File: src/rtl/core/bfe_pkg.sv
package bfe_pkg;

  // Field widths on the stream ports
  localparam int KIND_W     = 2;
  localparam int COORD_W    = 7;
  localparam int CFIELD_W   = 4;
  localparam int COUNT_W    = 15;
  localparam int IN_DATA_W  = 24;
  localparam int OUT_DATA_W = 24;

  // Default raster geometry
  localparam int DEF_RASTER_WIDTH  = 128;
  localparam int DEF_RASTER_HEIGHT = 128;
  localparam int DEF_COLOR_BITS    = 4;

  // Request kinds
  localparam logic [KIND_W-1:0] KIND_WRITE = 2'd0;
  localparam logic [KIND_W-1:0] KIND_READ  = 2'd1;
  localparam logic [KIND_W-1:0] KIND_FILL  = 2'd2;

  // Neighbor directions, in visiting order
  localparam logic [1:0] DIR_XP = 2'd0;
  localparam logic [1:0] DIR_YP = 2'd1;
  localparam logic [1:0] DIR_XM = 2'd2;
  localparam logic [1:0] DIR_YM = 2'd3;

  typedef struct packed {
    logic [KIND_W-1:0]   kind;
    logic [COORD_W-1:0]  x;
    logic [COORD_W-1:0]  y;
    logic [CFIELD_W-1:0] color;
    logic [CFIELD_W-1:0] boundary_color;
  } req_t;

  typedef struct packed {
    logic [COUNT_W-1:0]  filled_count;
    logic [CFIELD_W-1:0] pixel_color;
  } res_t;

endpackage

File: src/rtl/core/bfe_step.sv
// Neighbor unit: steps one pixel in a direction and flags raster edges
module bfe_step import bfe_pkg::*; #(
  parameter int RASTER_WIDTH  = DEF_RASTER_WIDTH,
  parameter int RASTER_HEIGHT = DEF_RASTER_HEIGHT,
  localparam int XW = $clog2(RASTER_WIDTH),
  localparam int YW = $clog2(RASTER_HEIGHT)
) (
  input  logic [XW-1:0] px,
  input  logic [YW-1:0] py,
  input  logic [1:0]    dir,
  input  logic          self_sel,
  output logic [XW-1:0] nx,
  output logic [YW-1:0] ny,
  output logic          on_raster
);

  localparam logic [XW-1:0] X_LAST = XW'(RASTER_WIDTH - 1);
  localparam logic [YW-1:0] Y_LAST = YW'(RASTER_HEIGHT - 1);

  // self_sel passes the pixel itself (seed check)
  always_comb begin
    nx        = px;
    ny        = py;
    on_raster = 1'b1;
    if (!self_sel) begin
      unique case (dir)
        DIR_XP: begin
          nx        = px + XW'(1);
          on_raster = (px != X_LAST);
        end
        DIR_YP: begin
          ny        = py + YW'(1);
          on_raster = (py != Y_LAST);
        end
        DIR_XM: begin
          nx        = px - XW'(1);
          on_raster = (px != '0);
        end
        DIR_YM: begin
          ny        = py - YW'(1);
          on_raster = (py != '0);
        end
      endcase
    end
  end

endmodule

File: src/rtl/core/bfe_ctrl.sv
// Sequencer: clearing pass, pixel access and the stack-driven fill walk
module bfe_ctrl import bfe_pkg::*; #(
  parameter int RASTER_WIDTH  = DEF_RASTER_WIDTH,
  parameter int RASTER_HEIGHT = DEF_RASTER_HEIGHT,
  parameter int COLOR_BITS    = DEF_COLOR_BITS,
  localparam int XW = $clog2(RASTER_WIDTH),
  localparam int YW = $clog2(RASTER_HEIGHT),
  localparam int AW = XW + YW
) (
  input  logic                  clk,
  input  logic                  rst,
  input  logic                  req_valid,
  output logic                  req_ready,
  input  req_t                  req,
  output logic                  res_valid,
  input  logic                  res_ready,
  output res_t                  res,
  output logic                  frame_we,
  output logic [AW-1:0]         frame_waddr,
  output logic [COLOR_BITS-1:0] frame_wdata,
  output logic [AW-1:0]         frame_raddr,
  input  logic [COLOR_BITS-1:0] frame_rdata,
  output logic                  stack_we,
  output logic [AW-1:0]         stack_waddr,
  output logic [AW-1:0]         stack_wdata,
  output logic [AW-1:0]         stack_raddr,
  input  logic [AW-1:0]         stack_rdata
);

  localparam logic [2:0] S_CLEAR     = 3'd0;
  localparam logic [2:0] S_IDLE      = 3'd1;
  localparam logic [2:0] S_READ_WAIT = 3'd2;
  localparam logic [2:0] S_NB_READ   = 3'd3;
  localparam logic [2:0] S_NB_CHK    = 3'd4;
  localparam logic [2:0] S_POP       = 3'd5;
  localparam logic [2:0] S_POP_WAIT  = 3'd6;
  localparam logic [2:0] S_DONE      = 3'd7;

  localparam logic [AW:0]        TOP_ONE   = (AW + 1)'(1);
  localparam logic [COUNT_W-1:0] COUNT_ONE = COUNT_W'(1);

  logic [2:0]            state, state_next;
  logic [AW-1:0]         clr_addr, clr_addr_next;
  logic [AW:0]           top, top_next, top_dec;
  logic [XW-1:0]         cur_x, cur_x_next, nb_x, nb_x_next, nx, in_x;
  logic [YW-1:0]         cur_y, cur_y_next, nb_y, nb_y_next, ny, in_y;
  logic [1:0]            dir, dir_next, adv_dir;
  logic                  seed_phase, seed_phase_next;
  logic [COUNT_W-1:0]    count, count_next;
  logic [COLOR_BITS-1:0] fill_c, fill_c_next, bound_c, bound_c_next;
  logic [COLOR_BITS-1:0] in_color, in_bound;
  logic [CFIELD_W-1:0]   res_pix, res_pix_next;
  logic [2:0]            adv_state;
  logic                  n_in, in_inside, last_dir;

  // Shared neighbor unit
  bfe_step #(
    .RASTER_WIDTH  (RASTER_WIDTH),
    .RASTER_HEIGHT (RASTER_HEIGHT)
  ) u_step (
    .px        (cur_x),
    .py        (cur_y),
    .dir       (dir),
    .self_sel  (seed_phase),
    .nx        (nx),
    .ny        (ny),
    .on_raster (n_in)
  );

  // Request decode
  assign in_inside = (32'(req.x) < 32'(RASTER_WIDTH)) && (32'(req.y) < 32'(RASTER_HEIGHT));
  assign in_x      = XW'(req.x);
  assign in_y      = YW'(req.y);
  assign in_color  = COLOR_BITS'(req.color);
  assign in_bound  = COLOR_BITS'(req.boundary_color);

  // Direction advance; the seed check and the last direction return to the stack
  assign top_dec   = top - TOP_ONE;
  assign last_dir  = seed_phase || (dir == DIR_YM);
  assign adv_state = last_dir ? S_POP : S_NB_READ;
  assign adv_dir   = last_dir ? DIR_XP : dir + 2'd1;

  assign res.pixel_color  = res_pix;
  assign res.filled_count = count;

  always_comb begin
    state_next      = state;
    clr_addr_next   = clr_addr;
    top_next        = top;
    cur_x_next      = cur_x;
    cur_y_next      = cur_y;
    nb_x_next       = nb_x;
    nb_y_next       = nb_y;
    dir_next        = dir;
    seed_phase_next = seed_phase;
    count_next      = count;
    fill_c_next     = fill_c;
    bound_c_next    = bound_c;
    res_pix_next    = res_pix;
    req_ready       = 1'b0;
    res_valid       = 1'b0;
    frame_we        = 1'b0;
    frame_waddr     = {nb_y, nb_x};
    frame_wdata     = fill_c;
    frame_raddr     = {ny, nx};
    stack_we        = 1'b0;
    stack_waddr     = top[AW-1:0];
    stack_wdata     = {nb_y, nb_x};
    stack_raddr     = top_dec[AW-1:0];

    unique case (state)
      S_CLEAR: begin
        frame_we      = 1'b1;
        frame_waddr   = clr_addr;
        frame_wdata   = '0;
        clr_addr_next = clr_addr + AW'(1);
        if (clr_addr == '1) begin
          state_next = S_IDLE;
        end
      end

      S_IDLE: begin
        req_ready   = 1'b1;
        frame_raddr = {in_y, in_x};
        if (req_valid) begin
          res_pix_next = '0;
          count_next   = '0;
          state_next   = S_DONE;
          case (req.kind)
            KIND_WRITE: begin
              if (in_inside) begin
                frame_we    = 1'b1;
                frame_waddr = {in_y, in_x};
                frame_wdata = in_color;
              end
            end
            KIND_READ: begin
              if (in_inside) begin
                state_next = S_READ_WAIT;
              end
            end
            KIND_FILL: begin
              fill_c_next     = in_color;
              bound_c_next    = in_bound;
              cur_x_next      = in_x;
              cur_y_next      = in_y;
              seed_phase_next = 1'b1;
              dir_next        = DIR_XP;
              top_next        = '0;
              if (in_inside) begin
                state_next = S_NB_READ;
              end
            end
            default: ;
          endcase
        end
      end

      S_READ_WAIT: begin
        res_pix_next = CFIELD_W'(frame_rdata);
        state_next   = S_DONE;
      end

      // Look up the next neighbor, skipping those off the raster
      S_NB_READ: begin
        nb_x_next = nx;
        nb_y_next = ny;
        if (n_in) begin
          state_next = S_NB_CHK;
        end else begin
          state_next      = adv_state;
          dir_next        = adv_dir;
          seed_phase_next = 1'b0;
        end
      end

      // Paint and push when neither boundary nor fill color
      S_NB_CHK: begin
        if ((frame_rdata != bound_c) && (frame_rdata != fill_c)) begin
          frame_we = 1'b1;
          stack_we = 1'b1;
          top_next = top + TOP_ONE;
          if (count != '1) begin
            count_next = count + COUNT_ONE;
          end
        end
        state_next      = adv_state;
        dir_next        = adv_dir;
        seed_phase_next = 1'b0;
      end

      S_POP: begin
        if (top == '0) begin
          state_next = S_DONE;
        end else begin
          top_next   = top_dec;
          state_next = S_POP_WAIT;
        end
      end

      S_POP_WAIT: begin
        {cur_y_next, cur_x_next} = stack_rdata;
        dir_next                 = DIR_XP;
        state_next               = S_NB_READ;
      end

      S_DONE: begin
        res_valid = 1'b1;
        if (res_ready) begin
          state_next = S_IDLE;
        end
      end

      default: state_next = S_IDLE;
    endcase
  end

  // Control state
  always_ff @(posedge clk) begin
    if (rst) begin
      state      <= S_CLEAR;
      clr_addr   <= '0;
      top        <= '0;
      seed_phase <= 1'b0;
      dir        <= DIR_XP;
    end else begin
      state      <= state_next;
      clr_addr   <= clr_addr_next;
      top        <= top_next;
      seed_phase <= seed_phase_next;
      dir        <= dir_next;
    end
  end

  // Working data
  always_ff @(posedge clk) begin
    cur_x   <= cur_x_next;
    cur_y   <= cur_y_next;
    nb_x    <= nb_x_next;
    nb_y    <= nb_y_next;
    count   <= count_next;
    fill_c  <= fill_c_next;
    bound_c <= bound_c_next;
    res_pix <= res_pix_next;
  end

endmodule

File: config.mk
export PLATFORM = sky130hd
export DESIGN_NAME = bfe_ctrl
export DESIGN_NICKNAME = d
export VERILOG_FILES = /design/src/rtl/core/bfe_pkg.sv /design/src/rtl/core/bfe_step.sv /design/src/rtl/core/bfe_ctrl.sv
export SDC_FILE = /design/constraint.sdc
export NUM_CORES = 1
export LEC_CHECK = 0
export ABC_AREA = 1
export BUFFER_PORTS_ARGS = -buffer_cell sky130_fd_sc_hd__buf_2
export CAP_MARGIN = 20
export CORE_AREA = 2 2 138 140
export DETAILED_ROUTE_END_ITERATION = 7
export DIE_AREA = 0 0 140 142
export PLACE_DENSITY = 0.54
export SYNTH_ARGS = -nofsm -noshare
export SYNTH_HDL_FRONTEND = slang
export SYNTH_SLANG_ARGS = --single-unit
export TNS_END_PERCENT = 1
File: constraint.sdc
create_clock -name clk -period 3.37 [get_ports clk]
set_input_delay 0.337 -clock clk [delete_from_list [all_inputs] [get_ports clk]]
set_output_delay 0.337 -clock clk [all_outputs]
set_load 0.005 [all_outputs]
# [After elaboration in Yosys (flattened, before gate mapping)]
# Cells that the tools add are included.
[word_totals] ramBits=0 out_inout_bits=97 romBits=0 memories=0 register_bits=90 input_bits=46 latchBits=0 elab_cells=124
[classes] mux=54 bitwise=0 add_sub_neg=9 n_mul=0 n_shift=0 n_lt_le_gt_ge=0 n_reduce_logical=22 eq_ne=26 div=0
[ops] operator="15-bit 2-to-1 mux" count=7
[ops] operator="7-bit one-hot mux with 2 select lines" count=4
[ops] operator="15-bit one-hot mux with 3 select lines" count=1
[ops] operator="14-bit 2-to-1 mux" count=3
[ops] operator="7-bit 2-to-1 mux" count=6
[ops] operator="15-bit by 1-bit adder with 15-bit output (second input constant)" count=2
[ops] operator="15-bit one-hot mux with 2 select lines" count=1
[ops] operator="14-bit one-hot mux with 2 select lines" count=1
[ops] operator="3-bit one-hot mux with 8 select lines" count=1
[ops] operator="2-bit != test (second input constant)" count=8
[ops] operator="4-bit one-hot mux with 2 select lines" count=2
[ops] operator="15-bit zero test" count=1
[ops] operator="3-bit 2-to-1 mux" count=5
[ops] operator="15-bit != test (second input constant)" count=1
[ops] operator="15-bit by 1-bit subtractor with 15-bit output (second input constant)" count=1
[ops] operator="14-bit by 1-bit adder with 14-bit output (second input constant)" count=1
[ops] operator="7-bit by 1-bit adder with 7-bit output (second input constant)" count=2
[ops] operator="14-bit equality test (second input constant)" count=1
[ops] operator="7-bit != test (second input constant)" count=2
[ops] operator="7-bit nonzero test" count=2
[ops] operator="7-bit by 1-bit subtractor with 7-bit output (second input constant)" count=2
[ops] operator="3-bit equality test (second input constant)" count=4
[ops] operator="4-bit 2-to-1 mux" count=3
[ops] operator="4-bit AND reduction" count=3
[ops] operator="other kinds (22)" count=47

# [Depth between registers and ports, before layout]
# Gate-level depths: netlist (run 1).
[depth] depth_word=5 mapped_depth=14 mapped_depth_nobuf=14

# [Cells and area by module]
# Synthesis (run 1) repeated with hierarchy kept, for this count alone.
[unflattened] cells_unflattened=942 hier_area_um2=6428.7
[modules_own_cells] mod="bfe_ctrl" cells_each=768 area_per_inst_um2=5506.5 n_inst=1 seq_area_each_um2=2352.3
[modules_own_cells] mod="bfe_step" cells_each=174 area_per_inst_um2=922.1 n_inst=1 seq_area_each_um2=0.0

# [Worst setup path before layout (run 1)]
# No wires, ideal clock.
[synth_path] path_kind="reg2reg" start="register state[2]" end="register count[0], enable pin" path_buffers=2 setup_time_ns=0.410 path_stages_with_launch=9 path_slack_ns=0.646 t_arrival_ns=2.314 t_required_ns=2.960 period_less_slack_ns=2.724 cell_sequence="dfxtp_1 -> inv_2 -> nor2_4 -> inv_2 -> nor2_2 -> buf_4 -> buf_4 -> o21ai_0 -> a21boi_0"
[synth_between] elab_chain_len=3 word_cells_on_any_way=7 cone_classes="eq/ne: 5; reduce/logical: 2"
[synth_lines] element="from (decl)" line="bfe_ctrl.sv:42" source="logic [2:0] state, state_next;"
[synth_lines] element="from (signal assigned)" line="bfe_ctrl.sv:227" source="state <= state_next;"
[synth_lines] element="3-bit equality test or 3-bit by 1-bit equality test with 1-bit output (tied branches)" line="bfe_ctrl.sv:111" source="unique case (state)"
[synth_lines] element="2-bit != test (no source line) or 2-bit nonzero test (tied branches)"
[synth_lines] element="4-bit AND reduction (no source line) *"
[synth_lines] element="to (signal assigned)" line="bfe_ctrl.sv:241" source="count <= count_next;"
[synth_lines] element="to (decl)" line="bfe_ctrl.sv:49" source="logic [COUNT_W-1:0] count, count_next;"
# Every way passes the cells marked *; elsewhere a longest branch is shown, timed or not.
# A chain may end at the register's enable or synchronous reset.

# [Worst setup path in the final report (run 1)]
[layout_path] start="register dir[0]" end="output frame_raddr[4]"
[layout_between] elab_chain_len=4 word_cells_on_any_way=5 cone_classes="eq/ne: 1; mux: 3; reduce/logical: 1"
[layout_lines] element="from (decl)" line="bfe_ctrl.sv:47" source="logic [1:0] dir, dir_next, adv_dir;"
[layout_lines] element="from (signal assigned)" line="bfe_ctrl.sv:231" source="dir <= dir_next;"
[layout_lines] element="2-bit equality test or 2-bit zero test (tied branches)" line="bfe_step.sv:26" source="unique case (dir)"
[layout_lines] element="7-bit one-hot mux with 2 select lines *" line="bfe_step.sv:26"
[layout_lines] element="7-bit 2-to-1 mux *" line="bfe_step.sv:25" source="if (!self_sel) begin"
[layout_lines] element="14-bit 2-to-1 mux *" line="bfe_ctrl.sv:111"
[layout_lines] element="to (decl)" line="bfe_ctrl.sv:21" source="output logic [AW-1:0] frame_raddr,"
# Marked as above.

==> results of run 1 <==
-- per-layer routing --
metal  part of all wire (%)  wire (um)
met1                     46       8880
met2                     46       8800
met3                    5.4       1030
met4                    2.4        462
met5                      0          0
-- sequential cells by signal (all words and copies together) (netlist names) --
signal / cells
dir: 2
cur_y: 7
state: 3
clr_addr: 14
cur_x: 7
res_pix: 4
top: 15
seed_phase: 1
nb_x: 7
bound_c: 4
nb_y: 7
fill_c: 4
count: 15
-- worst max-delay path, stage by stage (launching register included) --
cell,delay (ns)
dfxtp_1,0.36
inv_1,0.12
ha_1,0.41
inv_1,0.13
fa_1,0.41
inv_1,0.09
a21oi_1,0.05
o21ai_0,0.22
xnor2_1,0.10
nand2_1,0.05
o21ai_0,0.09
o21ai_0,0.19
buf_2,0.15
-- through the flow --
| stage | util (%) | std cells |
|---|---|---|
| 4_1_cts | 41.0 | 1269 |
| 3_3_place_gp | 39.2 | 1253 |
| 5_1_grt | 41.0 | 1269 |
| 6_report | 41.0 | 1269 |
| 3_5_place_dp | 39.2 | 1253 |
| 2_1_floorplan | - | 902 |
-- cells in the mapped netlist, types with 14 or more instances --
master    number
nand4_1       14
ha_1          23
a21oi_1       57
buf_4         17
o21ai_0       54
dfxtp_1       35
nand2_1      246
nor2_1        90
nor3_1        19
edfxtp_1      55
nand3_1       62
inv_1        121
-- logic make-up (layout without fill, tap and decap cells) --
| group | Yosys count | count (layout) | synth area share [%] |
|---|---|---|---|
| flops | 90 | 90 | 36.9 |
| compound gates | 135 | 135 | 11.4 |
| simple gates | 464 | 464 | 31.5 |
| buf+inv | 160 | 293 | 10.7 |
| mux | 13 | 13 | 2.30 |
| fa+ha+maj | 25 | 25 | 5.14 |
| xor+xnor | 15 | 15 | 2.06 |
-- worst paths after layout --
check | startpoint | cells after the start | end | slack (ns)
worst max-delay path | dir[0]$_SDFFE_PP0P_ | 12 | frame_raddr[4] | 0.30
worst max register to register | dir[0]$_SDFFE_PP0P_ | 11 | nb_x[4]$_DFFE_PN_ | 0.96
worst min-delay path | req[0] | 1 | bound_c[0]$_DFFE_PP_ | 0.15
worst min register to register | clr_addr[9]$_SDFFE_PP0N_ | 1 | clr_addr[9]$_SDFFE_PP0N_ | 0.50
-- cells in the final DEF, fill, tap and decap left out, types with 4 or more instances in the layout --
cell	instances
nor3_1	19
o221ai_1	5
clkbuf_16	9
buf_4	9
o22ai_1	8
nand2_1	246
nand3_1	62
nand2_2	4
o21ai_0	54
mux2_2	13
xor2_1	12
a31oi_1	6
nand4_1	14
a21oi_1	57
edfxtp_1	55
nor2_4	4
dfxtp_1	35
buf_2	142
nor2_1	90
inv_2	4
inv_1	121
ha_1	23
or2_2	9
-- final cells by class --
cell class / instances / area [um2]
Multi-Input combinational cell: 652 / 3340
Timing Repair Buffer: 151 / 778
Sequential cell: 90 / 2350
Fill cell: 1998 / 10900
Tap cell: 234 / 293
Clock inverter: 5 / 78.8
Clock buffer: 11 / 243
Inverter: 126 / 474
-- power by group through the flow --
stage / logic, mW / registers (mW) / clock network, mW
6_report: 0.0862 / 1.16 / 1.14
2_1_floorplan: 0.0377 / 1.19 / 0
5_1_grt: 0.0971 / 1.16 / 1.20
4_1_cts: 0.0875 / 1.16 / 1.16
3_5_place_dp: 0.0869 / 1.19 / 0
3_3_place_gp: 0.0863 / 1.19 / 0
==> impl_metrics.py, run 1 <==
metrics = {
    "outcome": {
        "outcome": "complete, but fails checks",
        "violations": "DRC",
    },
    "floorplan": {
        "coreArea_um2": 18500,
        "io_pins": 143,
        "initial_core_util_pct": 34.5,
        "dieWidth_um": 140,
        "die-area_um2": 19900,
        "placementRows": 50,
        "die_h_um": 142,
    },
    "synth": {
        "synthCells": 902,
        "async_reset_ff_share_pct": 0,
        "ys_ff_latch": 90,
        "synth_top_area_share_pct": 25.9,
        "synth-edff-count": 55,
        "synth_flop_cell": "edfxtp_1",
        "yosysSeqAreaShare_pct": 36.9,
        "ys_warn_count": 0,
        "synth_area_leaders": "edfxtp_1, nand2_1, dfxtp_1, inv_1, nor2_1",
        "syn_avg_cell_area_um2": 7.07,
        "yosysTopAreaCell": "edfxtp_1",
        "synth_nets": 973,
        "synth_cell_types": 39,
        "netlist_area_um2": 6370,
    },
    "place": {
        "place_area_um2": 7240,
        "dp_hpwl_um": 14100,
        "placement.io_buffers": 142,
        "place.gp.congestion": 0.847,
        "place_ws_ns": 0.697,
    },
    "timing": {
        "finClkSkew_ns": 0.00870,
        "fin_crit_sh_pct": 91.1,
        "drv_slew": 0,
        "max_freq_mhz": 326,
        "hold_ws_ns": 0.151,
        "setup_viol": 0,
        "min_period_ns": 3.07,
        "worstMarginPinSlew_ns": 0.676,
        "finalHoldViolCount": 0,
        "tns_ns": 0,
        "rsz0062_at_grt": "no",
        "slew_headroom_pct": 54.9,
        "setup_ws_ns": 0.299,
    },
    "pwr": {
        "power_frac_seq_pct": 48.6,
        "p_sw_share_pct": 22.0,
        "power_mw": 2.40,
        "internal_power_mw": 1.87,
        "power_switching_mw": 0.526,
        "cellPowerDensity_nw_per_um2": 317,
        "comb_power_share_pct": 3.6,
        "p_clk_share_pct": 47.8,
        "vdd_drop_max_v": 0.000268,
        "p_leak_nw": 3.47,
    },
    "grt": {
        "grt_pass1_vias": 5810,
        "globalRouteOverflowTotal": 0,
        "grtUsageMet3_pct": 3.26,
        "gr-max-usage-layer": "met2",
        "track_usage_pct": 19.4,
        "use_met1_pct": 25.4,
        "met2_usage_pct": 32.4,
        "grt_pass1_wl_um": 30100,
        "grt_max_degree": 26,
        "antenna_found_initial": 0,
    },
    "critical_path": {
        "crit_type": "flip-flop to output port",
        "worstPathRequired_ns": 3.03,
        "crit_fanout": 10,
        "startpoint_type": "flip-flop",
        "arrival_ns": 2.73,
        "endpoint_kind": "output port",
    },
    "clock_network": {
        "root_buffer": "clkbuf_16",
        "cts_htree_levels": 3,
        "worstSkewPairLatency_ns": 0.36,
        "cts_tree": "built",
        "cts_sinks": 90,
        "path_clk_slew_ns": 0.07,
        "post-cts-setup-buffers": 0,
        "cts_buffers": 9,
        "cts_buffer_depth": 2,
        "cts.hold.buffers_added": 0,
        "cts_resized": 0,
    },
    "drt": {
        "totalWireLength_um": 19200,
        "dr.pass1.iters": 8,
        "drc": 8,
        "ant_nets": 0,
        "wl_per_cell_um": 15.1,
        "drt_iter0_drc": 389,
        "via_per_inst": 4.89,
        "routed-via-count": 6209,
    },
    "finish": {
        "syn_to_final_growth_pct": 18.6,
        "antenna_cells": 0,
        "drive_gt1_share_pct": 20.2,
        "design_area_um2": 7560,
        "final_nets": 1101,
    },
    "min_path": {
        "hold_class": "input pin to flip-flop",
    },
    "job": {
        "drv_cap": 0,
    },
}
Power figures use the tool's default switching activity.
==> run 2: changes to the inputs <==
--- a/config.mk
+++ b/config.mk
@@ -8,10 +8,11 @@
 export ABC_AREA = 1
 export BUFFER_PORTS_ARGS = -buffer_cell sky130_fd_sc_hd__buf_2
 export CAP_MARGIN = 20
-export CORE_AREA = 2 2 138 140
+export CORE_AREA = 2 2 130 132
 export DETAILED_ROUTE_END_ITERATION = 7
-export DIE_AREA = 0 0 140 142
-export PLACE_DENSITY = 0.54
+export DIE_AREA = 0 0 132 134
+export HOLD_SLACK_MARGIN = 0.05
+export PLACE_DENSITY = 0.6
 export SYNTH_ARGS = -nofsm -noshare
 export SYNTH_HDL_FRONTEND = slang
 export SYNTH_SLANG_ARGS = --single-unit
==> impl_metrics.py, run 2 (synthesis results as in run 1) <==
metrics = {
    "outcome": {
        "outcome": "finished, final reports clean",
    },
    "finish": {
        "syn_to_final_growth_pct": 17.5,
        "finalNonFillerCells": 1253,
        "antenna_cells": 0,
        "drive_gt1_share_pct": 19.9,
        "fill_cells": 1704,
        "final_common_cell": "nand2_1",
        "most-common-layout-cells": "nand2_1, buf_2, inv_1",
        "top_regs": "count (15), top (15), clr_addr (14)",
        "final_nets": 1099,
    },
    "clock_network": {
        "cts_buffers": 9,
        "post-cts-setup-buffers": 0,
        "root_buffer": "clkbuf_16",
        "cts_buffer_depth": 2,
        "worstSkewPairLatency_ns": 0.36,
        "cts_resized": 0,
        "cts_tree": "built",
        "cts_sinks": 90,
        "cts_htree_levels": 3,
        "path_clk_slew_ns": 0.07,
        "cts.hold.buffers_added": 0,
    },
    "critical_path": {
        "startpoint_type": "flip-flop",
        "crit_type": "flip-flop to output port",
        "r2r-start": "state[2]$_SDFFE_PP0P_",
        "crit_fanout": 10,
        "worstPathRequired_ns": 3.03,
        "crit_end": "frame_raddr[4]",
        "startpoint": "dir[0]$_SDFFE_PP0P_",
        "ff2ff_setup_slack_ns": 1.03,
        "reg2reg_depth": 7,
        "endpoint_kind": "output port",
        "r2r-end": "cur_y[0]$_DFFE_PP_",
        "arrival_ns": 2.62,
    },
    "place": {
        "place_ws_ns": 0.776,
        "placement.io_buffers": 142,
        "dp_cells": 1237,
        "dp_hpwl_um": 14200,
        "place.gp.congestion": 0.923,
    },
    "grt": {
        "grt_max_degree": 26,
        "track_usage_pct": 21.1,
        "globalRouteOverflowTotal": 0,
        "antenna_found_initial": 0,
        "grt_pass1_vias": 5786,
        "grt_pass1_wl_um": 29700,
    },
    "floorplan": {
        "coreArea_um2": 16300,
        "die-area_um2": 17700,
        "die_h_um": 134,
        "placementRows": 47,
        "io_pins": 143,
        "initial_core_util_pct": 39.1,
        "dieWidth_um": 132,
    },
    "min_path": {
        "hold_class": "input pin to flip-flop",
        "hold_depth": 1,
    },
    "drt": {
        "routed-via-count": 6292,
        "drc": 0,
        "wl_per_cell_um": 14.8,
        "drt_iter0_drc": 363,
        "ant_nets": 0,
        "via_per_inst": 5.02,
        "totalWireLength_um": 18500,
        "dr.pass1.iters": 5,
    },
    "timing": {
        "drv_slew": 0,
        "finClkSkew_ns": 0.0122,
        "min_period_ns": 2.95,
        "finalHoldViolCount": 0,
        "max_freq_mhz": 339,
        "slew_headroom_pct": 50.7,
        "worstMarginPinSlew_ns": 0.732,
        "setup_ws_ns": 0.417,
        "setup_viol": 0,
        "tns_ns": 0,
        "rsz0062_at_grt": "no",
        "fin_crit_sh_pct": 87.6,
    },
    "pwr": {
        "vdd_drop_max_v": 0.000228,
        "cellPowerDensity_nw_per_um2": 299,
        "p_leak_nw": 3.43,
    },
    "job": {
        "drv_cap": 0,
    },
}
-- run 2: cell types whose count changed in the layout (fill, tap and decap cells not counted), sizes merged --
| cell | delta |
|---|---|
| clkinv | +1 |
| clkinvlp | +1 |
| bufinv | -2 |
| inv | +1 |
| buf | -2 |
| clkbuf | -1 |
-- run 2: critical path, cell delays in order (launching register included) --
cell and delay [ns]:
dfxtp_1 0.36, inv_1 0.12, ha_1 0.38, inv_1 0.12, fa_1 0.42, inv_1 0.09, a21oi_1 0.06, o21ai_0 0.19
xnor2_1 0.14, nand2_1 0.05, o21ai_0 0.10, o21ai_0 0.10, buf_2 0.13
-- run 2: area by class of cell --
| type | count | area [um2] | area share, % |
|---|---|---|---|
| clock buffer | 10 | 239 | 3.19 |
| clock inverter | 6 | 41.3 | 0.551 |
| inverter | 126 | 474 | 6.33 |
| multi-input combinational | 652 | 3340 | 44.6 |
| sequential | 90 | 2350 | 31.4 |
| tap | 220 | 275 | 3.68 |
| timing repair buffer | 149 | 763 | 10.2 |
-- run 2: stage by stage --
stage / util, % / area [um2] / total power, mW / hold WS (ns)
detailed placement: 44.3 / 7210 / 1.27 / 0.495
floorplan: - / 6370 / 1.23 / 0.413
global placement: 44.3 / 7210 / 1.27 / 0.493
CTS: 46.0 / 7490 / 2.26 / 0.143
finish: 46.0 / 7490 / 2.24 / 0.154
global route: 46.0 / 7490 / 2.31 / 0.148
-- run 2: worst min path at each step --
stage,from,endpoint,slack (ns)
floorplan,rst,clr_addr[2]$_SDFFE_PP0N_,0.41
global placement,top[14]$_SDFFE_PP0P_,top[14]$_SDFFE_PP0P_,0.49
detailed placement,clr_addr[11]$_SDFFE_PP0N_,clr_addr[11]$_SDFFE_PP0N_,0.49
CTS,req[1],bound_c[1]$_DFFE_PP_,0.14
global route,req[0],bound_c[0]$_DFFE_PP_,0.15
finish,req[1],bound_c[1]$_DFFE_PP_,0.15
-- run 2: power breakdown --
| group | internal, mW | switching, mW |
|---|---|---|
| clock network | 0.521 | 0.469 |
| registers | 1.16 | 0.00274 |
| logic | 0.0380 | 0.0471 |
| total | 1.72 | 0.519 |
-- run 2: routing by layer --
layer | GRT usage [%] | wire length, um | vias up
met5 | 0 | 0 | -
met3 | 3.17 | 1030 | 37
met1 | 27.5 | 8280 | 2840
met2 | 34.9 | 8660 | 218
li1 | - | - | 3197
met4 | 9.06 | 538 | 0
